[src/rtl/mbrot_pkg.sv]
// Shared types, constants and helpers for the Mandelbrot escape-time unit.
// Used by mbrot_ctrl, mbrot_datapath and mandelbrot_escape_test_unit; depends on nothing.
`default_nettype none

package mbrot_pkg;

   localparam int Q_W    = 32;          // width of a fixed point coordinate
   localparam int ITER_W = 10;          // width of the iteration limit and index
   localparam int ESC_W  = 11;          // width of the escape limit
   localparam int PROD_W = 2 * Q_W;     // exact product of two coordinates
   localparam int SUM_W  = PROD_W + 2;  // scaled product plus c, before saturation

   localparam int FRAC_BITS_DEFAULT = 20;

   localparam logic [ITER_W-1:0] ITER_LIMIT_RESET = ITER_W'(255);
   localparam logic [ESC_W-1:0]  ESC_LIMIT_RESET  = ESC_W'(400);

   localparam int CSR_IDX_W  = 1;
   localparam int CSR_DATA_W = ESC_W;

   localparam logic [CSR_IDX_W-1:0] CSR_ITER_LIMIT = 1'b0;
   localparam logic [CSR_IDX_W-1:0] CSR_ESC_LIMIT  = 1'b1;

   typedef enum logic [2:0] {
      ST_IDLE,
      ST_MUL0,
      ST_UPD0,
      ST_MUL,
      ST_TEST,
      ST_EMIT
   } state_type;

   typedef struct packed {
      logic load;         // latch c, clear z and the iteration index
      logic mul;          // register the three products of z
      logic update;       // take the new z
      logic count;        // advance the iteration index
      logic set_bounded;  // record a bounded result
      logic set_escaped;  // record an escape at the current index
      logic emit;         // move the result into the output register
   } cmd_type;

   typedef struct packed {
      logic escaped;      // squared magnitude of z exceeds the escape limit
      logic last_iter;    // current index is the final one allowed
      logic limit_zero;   // iteration limit is zero
   } status_type;

   // Clamp a widened sum to the signed coordinate range.
   function automatic logic signed [Q_W-1:0] sat_q(input logic signed [SUM_W-1:0] v);
      logic [SUM_W-Q_W:0] upper;
      upper = v[SUM_W-1:Q_W-1];
      if ((&upper) || !(|upper)) begin
         return v[Q_W-1:0];
      end else begin
         return {v[SUM_W-1], {(Q_W-1){~v[SUM_W-1]}}};
      end
   endfunction

endpackage

`default_nettype wire

[src/rtl/mbrot_ctrl.sv]
// Sequencing state machine for the Mandelbrot escape-time unit.
// Depends on mbrot_pkg; drives the command struct of mbrot_datapath.
`default_nettype none

module mbrot_ctrl import mbrot_pkg::*; (
   input  wire logic       clock,
   input  wire logic       reset,
   input  wire logic       req_valid,
   output logic            req_ready,
   output logic            rsp_valid,
   input  wire logic       rsp_ready,
   input  wire status_type status,
   output cmd_type         cmd
);

   state_type state_ff, state_in;
   logic      rsp_valid_ff, rsp_valid_in;

   always_ff @(posedge clock) begin
      if (reset) begin
         state_ff     <= ST_IDLE;
         rsp_valid_ff <= 1'b0;
      end else begin
         state_ff     <= state_in;
         rsp_valid_ff <= rsp_valid_in;
      end
   end

   always_comb begin
      state_in  = state_ff;
      cmd       = '0;
      req_ready = 1'b0;
      case (state_ff)
         ST_IDLE: begin
            req_ready = 1'b1;
            if (req_valid) begin
               cmd.load = 1'b1;
               if (status.limit_zero) begin
                  cmd.set_bounded = 1'b1;
                  state_in        = ST_EMIT;
               end else begin
                  state_in = ST_MUL0;
               end
            end
         end
         ST_MUL0: begin
            cmd.mul  = 1'b1;
            state_in = ST_UPD0;
         end
         // The starting z of zero is never tested, so the first update goes straight through.
         ST_UPD0: begin
            cmd.update = 1'b1;
            state_in   = ST_MUL;
         end
         ST_MUL: begin
            cmd.mul  = 1'b1;
            state_in = ST_TEST;
         end
         ST_TEST: begin
            if (status.escaped) begin
               cmd.set_escaped = 1'b1;
               state_in        = ST_EMIT;
            end else if (status.last_iter) begin
               cmd.set_bounded = 1'b1;
               state_in        = ST_EMIT;
            end else begin
               cmd.update = 1'b1;
               cmd.count  = 1'b1;
               state_in   = ST_MUL;
            end
         end
         ST_EMIT: begin
            if (!rsp_valid_ff || rsp_ready) begin
               cmd.emit = 1'b1;
               state_in = ST_IDLE;
            end
         end
         default: begin
            state_in = ST_IDLE;
         end
      endcase
   end

   assign rsp_valid_in = cmd.emit || (rsp_valid_ff && !rsp_ready);
   assign rsp_valid    = rsp_valid_ff;

   // A test always works on products registered in the cycle before.
   assert property (@(posedge clock) disable iff (reset)
      (state_ff == ST_TEST) |-> ($past(state_ff) == ST_MUL))
      else $error("test state entered without a preceding multiply");

   // A result never overwrites one the receiver has not yet taken.
   assert property (@(posedge clock) disable iff (reset)
      cmd.emit |-> (!rsp_valid_ff || rsp_ready))
      else $error("output register overwritten before transfer");

   assert property (@(posedge clock) disable iff (reset)
      (req_valid && req_ready) |=> (state_ff == ST_MUL0 || state_ff == ST_EMIT))
      else $error("accepted item did not start an iteration or finish");

endmodule

`default_nettype wire

[config.mk]
export PLATFORM = sky130hd
export DESIGN_NAME = mbrot_ctrl
export DESIGN_NICKNAME = d
export VERILOG_FILES = /design/src/rtl/mbrot_pkg.sv /design/src/rtl/mbrot_ctrl.sv
export SDC_FILE = /design/constraint.sdc
export NUM_CORES = 1
export LEC_CHECK = 0
export ABC_AREA = 1
export BUFFER_PORTS_ARGS = -buffer_cell sky130_fd_sc_hd__buf_2
export CORE_AREA = 2 2 39 41
export DETAILED_ROUTE_END_ITERATION = 12
export DIE_AREA = 0 0 41 43
export HOLD_SLACK_MARGIN = 0.08
export PLACE_DENSITY = 0.45
export REMOVE_ABC_BUFFERS = 1
export SLEW_MARGIN = 10
export SYNTH_ARGS = -nofsm -noshare
export SYNTH_HDL_FRONTEND = slang
export SYNTH_SLANG_ARGS = --single-unit
[constraint.sdc]
create_clock -name clock -period 2.9 [get_ports clock]
set_input_delay 0.145 -clock clock [delete_from_list [all_inputs] [get_ports clock]]
set_output_delay 0.145 -clock clock [all_outputs]
set_load 0.02 [all_outputs]
# After elaboration in Yosys (flattened, before gate mapping)
# Index checks and enable logic that the tools add are counted.
[totals]
register_bits = 4
latchBits = 0
ram_bits = 0
romBits = 0
inputBits = 7
word_cells = 39
memories = 0
[classes]
add_sub_neg = 0
n_mul = 0
n_div = 0
n_lt_le_gt_ge = 0
eq_ne = 7
shifts = 0
n_mux = 22
bitwise = 0
reduce_logical = 8
[ops]
columns = ["op", "count"]
rows = [
  ["$mux W3", 6],
  ["$pmux W3 S6", 1],
  ["$mux W1", 12],
  ["$eq A3 B2 Y1 const B", 2],
  ["$eq A3 B3 Y1 const B", 2],
  ["$ne A2 B2 Y1 const B", 2],
  ["$pmux W1 S2", 2],
  ["$eq A3 B1 Y1 const B", 1],
  ["$logic_not A3 Y1", 1],
  ["$logic_not A1 Y1", 2],
  ["$logic_or A1 B1 Y1", 2],
  ["$mux W2", 1],
  ["$reduce_and A2 Y1", 1],
  ["$reduce_or A2 Y1", 1],
  ["$logic_and A1 B1 Y1", 1],
]

# Longest topological paths before layout
[depth]
depth_word = 5
mapped_depth = 6
mapped_depth_nobuf = 6

# Worst setup path after synthesis
# OpenSTA, ideal clock, no wires.
[synth_path]
kind = "register to output"
start = "reg state_ff[0]"
end = "out cmd[2] (netlist bit)"
arrival_time_ps = 1202
required_time_ps = 2755
setup_slack_ps = 1553
path_stages_with_launch = 6
path_buffers = 0
path_cell_list = "dfxtp_1 -> nor2_2 -> nand2_2 -> nor2_1 -> nand2_1 -> o31ai_1"
[synth_rtl]
columns = ["item", "line", "rtl"]
rows = [
  ["start, declared", "mbrot_ctrl.sv:16", "state_type state_ff, state_in;"],
  ["start signal, assigned", "mbrot_ctrl.sv:24", "state_ff <= state_in;"],
  ["end, declared", "mbrot_ctrl.sv:13", "output cmd_type cmd"],
]

==> results.txt <==
Clk sinks - 4
CTS Buffer Depth - 2
CP max-delay cell - dfxtp_1
CTS resizes - 0
Register area - 80.08 um^2
Final Cycle Share - 0.5018
CTS Hold Bufs - 0
PortBufs - 15
Most frequent cells in the layout - 15 x buf_2, 8 x inv_1, 8 x nand2_1
RSZ-0062 raised after global routing - no
Register area share after synthesis - 0.2909
Mapped Cells - 44
Worst VDD drop - 0.0001990 V
Distinct cells, synth - 13
Hold path endpoint - rsp_valid
# H-tree levels - 1
CTS root buf - clkbuf_4
Vias - 299
Die Footprint - 0.001763 mm^2
Outcome - finished clean
Final Hold Fails - 0
Leakage power - 0.2171 nW
Setup TNS - 0 ns
Worst-path clk slew - 0.04 ns
Die Y - 43 um
Largest net degree at the start of global routing - 8
Final ANT Viol Nets - 0
Share of layout cells above drive strength 1 - 0.4355
Initial DRT Pass Iterations - 3
Avg WL per Cell - 7.564 um
First-pass GRT wire length - 924 um
CTS tree - done
Vias in the first global route - 270
Total chip power - 0.2417 mW
Post-synthesis area per instance - 6.256 um^2
Critical path data arrival time - 1.31 ns
Initial antenna violation count - 0
Setup-failing EPs final - 0
Pwr dens - 615.1 mW/mm^2
MaxCap Viol Count - 0
GPL Wtd Cong - 0.6815
Setup Fix Bufs, Post-CTS - 0
Skew final - 0.004572 ns
Synth Cell Area - 275.3 um^2
DP HPWL - 507.3 um
GRT overflow - 0
Post-Route WL - 590 um
Worst Hold Class - in -> reg
DR iter-0 viols - 2
Drt drc - 0
Clock latency on the worst-skew pair - 0.23 ns
Final Slew Violations - 0
R2r startpoint - state_ff[2]
CP max stage delay - 0.34 ns
Initial Util - 0.1989
# fillers - 164
R2r worst-path depth - 6
Fin util - 0.2839
Io pins - 16
Commonest non-fill, non-tap cell in the layout - buf_2
DR vias/cell - 3.833
Worst-path cell chain - nor2_2 > nand2_2 > nor2_1 > nand2_1 > o31ai_1 > buf_2
Footprint of the multi-input gates - 157.7 um^2
Floorplan core area - 0.001384 mm^2
Site Rows - 14
Crit start category - flip-flop
Max-slew headroom - 0.8191
Crit path max fanout - 5
Achievable frequency - 687.2 MHz
Die W - 41 um
R2r setup slk - 1.87 ns
Critical Path RT - 2.76 ns
Worst-Margin Slew - 0.2710 ns
Crit path buf inv count - 1
Synthesis-stage register bit count - 4
Hold path depth - 2
CTS buffer count - 3
Hold_sp - reset
Worst setup path class - reg -> out
CP endpoint kind - output pin
Area Growth Syn to Fin - 42.73%
Final worst path period need - 1.455 ns
Nets - 71
Reg2reg end - state_ff[0]
CP top delay family - simple AND/OR/NAND/NOR gates
N_diodes - 0
GRT Total Usage - 0.07638
Yosys warning count - 0
cells by family after synthesis:
| logic type | after synthesis | share of synthesized area |
|---|---|---|
| buffers and inverters | 10 | 0.1364 |
| AO/OA/AOI/OAI | 7 | 0.1364 |
| flip-flops | 4 | 0.2909 |
| AND/OR/NAND/NOR | 23 | 0.4364 |
layer usage:
metal  vias up  wire length (um)  global-route usage
met5         -                 0                   0
met4         0                 0             0.06000
met2        10               281              0.1125
li1        175                 -                   -
met3         0                51             0.01571
met1       114               257             0.09032
state kept, by name, indices dropped and copies added, names as in the netlist:
signal and flops:
rsp_valid 1, state_ff 3
metrics by stage:
stage               hold slack, ns  cells  area, um^2  setup slack [ns]
CTS                         0.1089     78       392.9             1.414
finish                      0.1180     78       392.9             1.445
global route                0.1240     78       392.9             1.266
floorplan                   0.2141     44       275.3             1.553
global placement            0.3630     75       370.4             1.684
detailed placement          0.3639     75       370.4             1.664
worst max-delay path by stage:
| stage | from | endpoint | depth (start not counted) |
|---|---|---|---|
| 2_1_floorplan | state_ff[0] | cmd[2] | 5 |
| 3_3_place_gp | state_ff[0] | cmd[2] | 6 |
| 3_5_place_dp | state_ff[0] | cmd[2] | 6 |
| 4_1_cts | state_ff[0] | cmd[2] | 6 |
| 5_1_grt | state_ff[0] | cmd[2] | 6 |
| 6_report | state_ff[0] | cmd[2] | 6 |
power by group:
| group | total [mW] | internal, mW | switching (mW) |
|---|---|---|---|
| registers | 0.0750 | 0.0633 | 0.0117 |
| logic | 0.100 | 0.0353 | 0.0647 |
| clock network | 0.0667 | 0.0461 | 0.0206 |
| total | 0.242 | 0.145 | 0.0970 |
cell usage after synthesis:
cell     instances  area [um^2]
a21oi_1          6        30.03
dfxtp_1          4        80.08
inv_1            8        30.03
inv_2            2        7.510
nand2_1          8        30.03
nand2_2          1        6.260
nand3_1          4        20.02
nand3_2          1        10.01
nand4_1          1        6.260
nor2_1           3        11.26
nor2_2           4        25.02
nor2_4           1        11.26
o31ai_1          1        7.510
layout make-up:
type,instances,share of cell area
multi-input combinational,30,0.4013
sequential,4,0.2038
timing repair buffer,15,0.1911
inverter,10,0.09554
clock buffer,3,0.05732
tap,16,0.05096
worst register-to-register path: stages, from the launching register on:
cell	delay [ns]
dfxtp_1	0.46
inv_2	0.09
nand2_2	0.10
nor2_2	0.04
nor2_2	0.08
nand2_1	0.06
a21oi_1	0.12
Power figures use the tool's default switching activity.
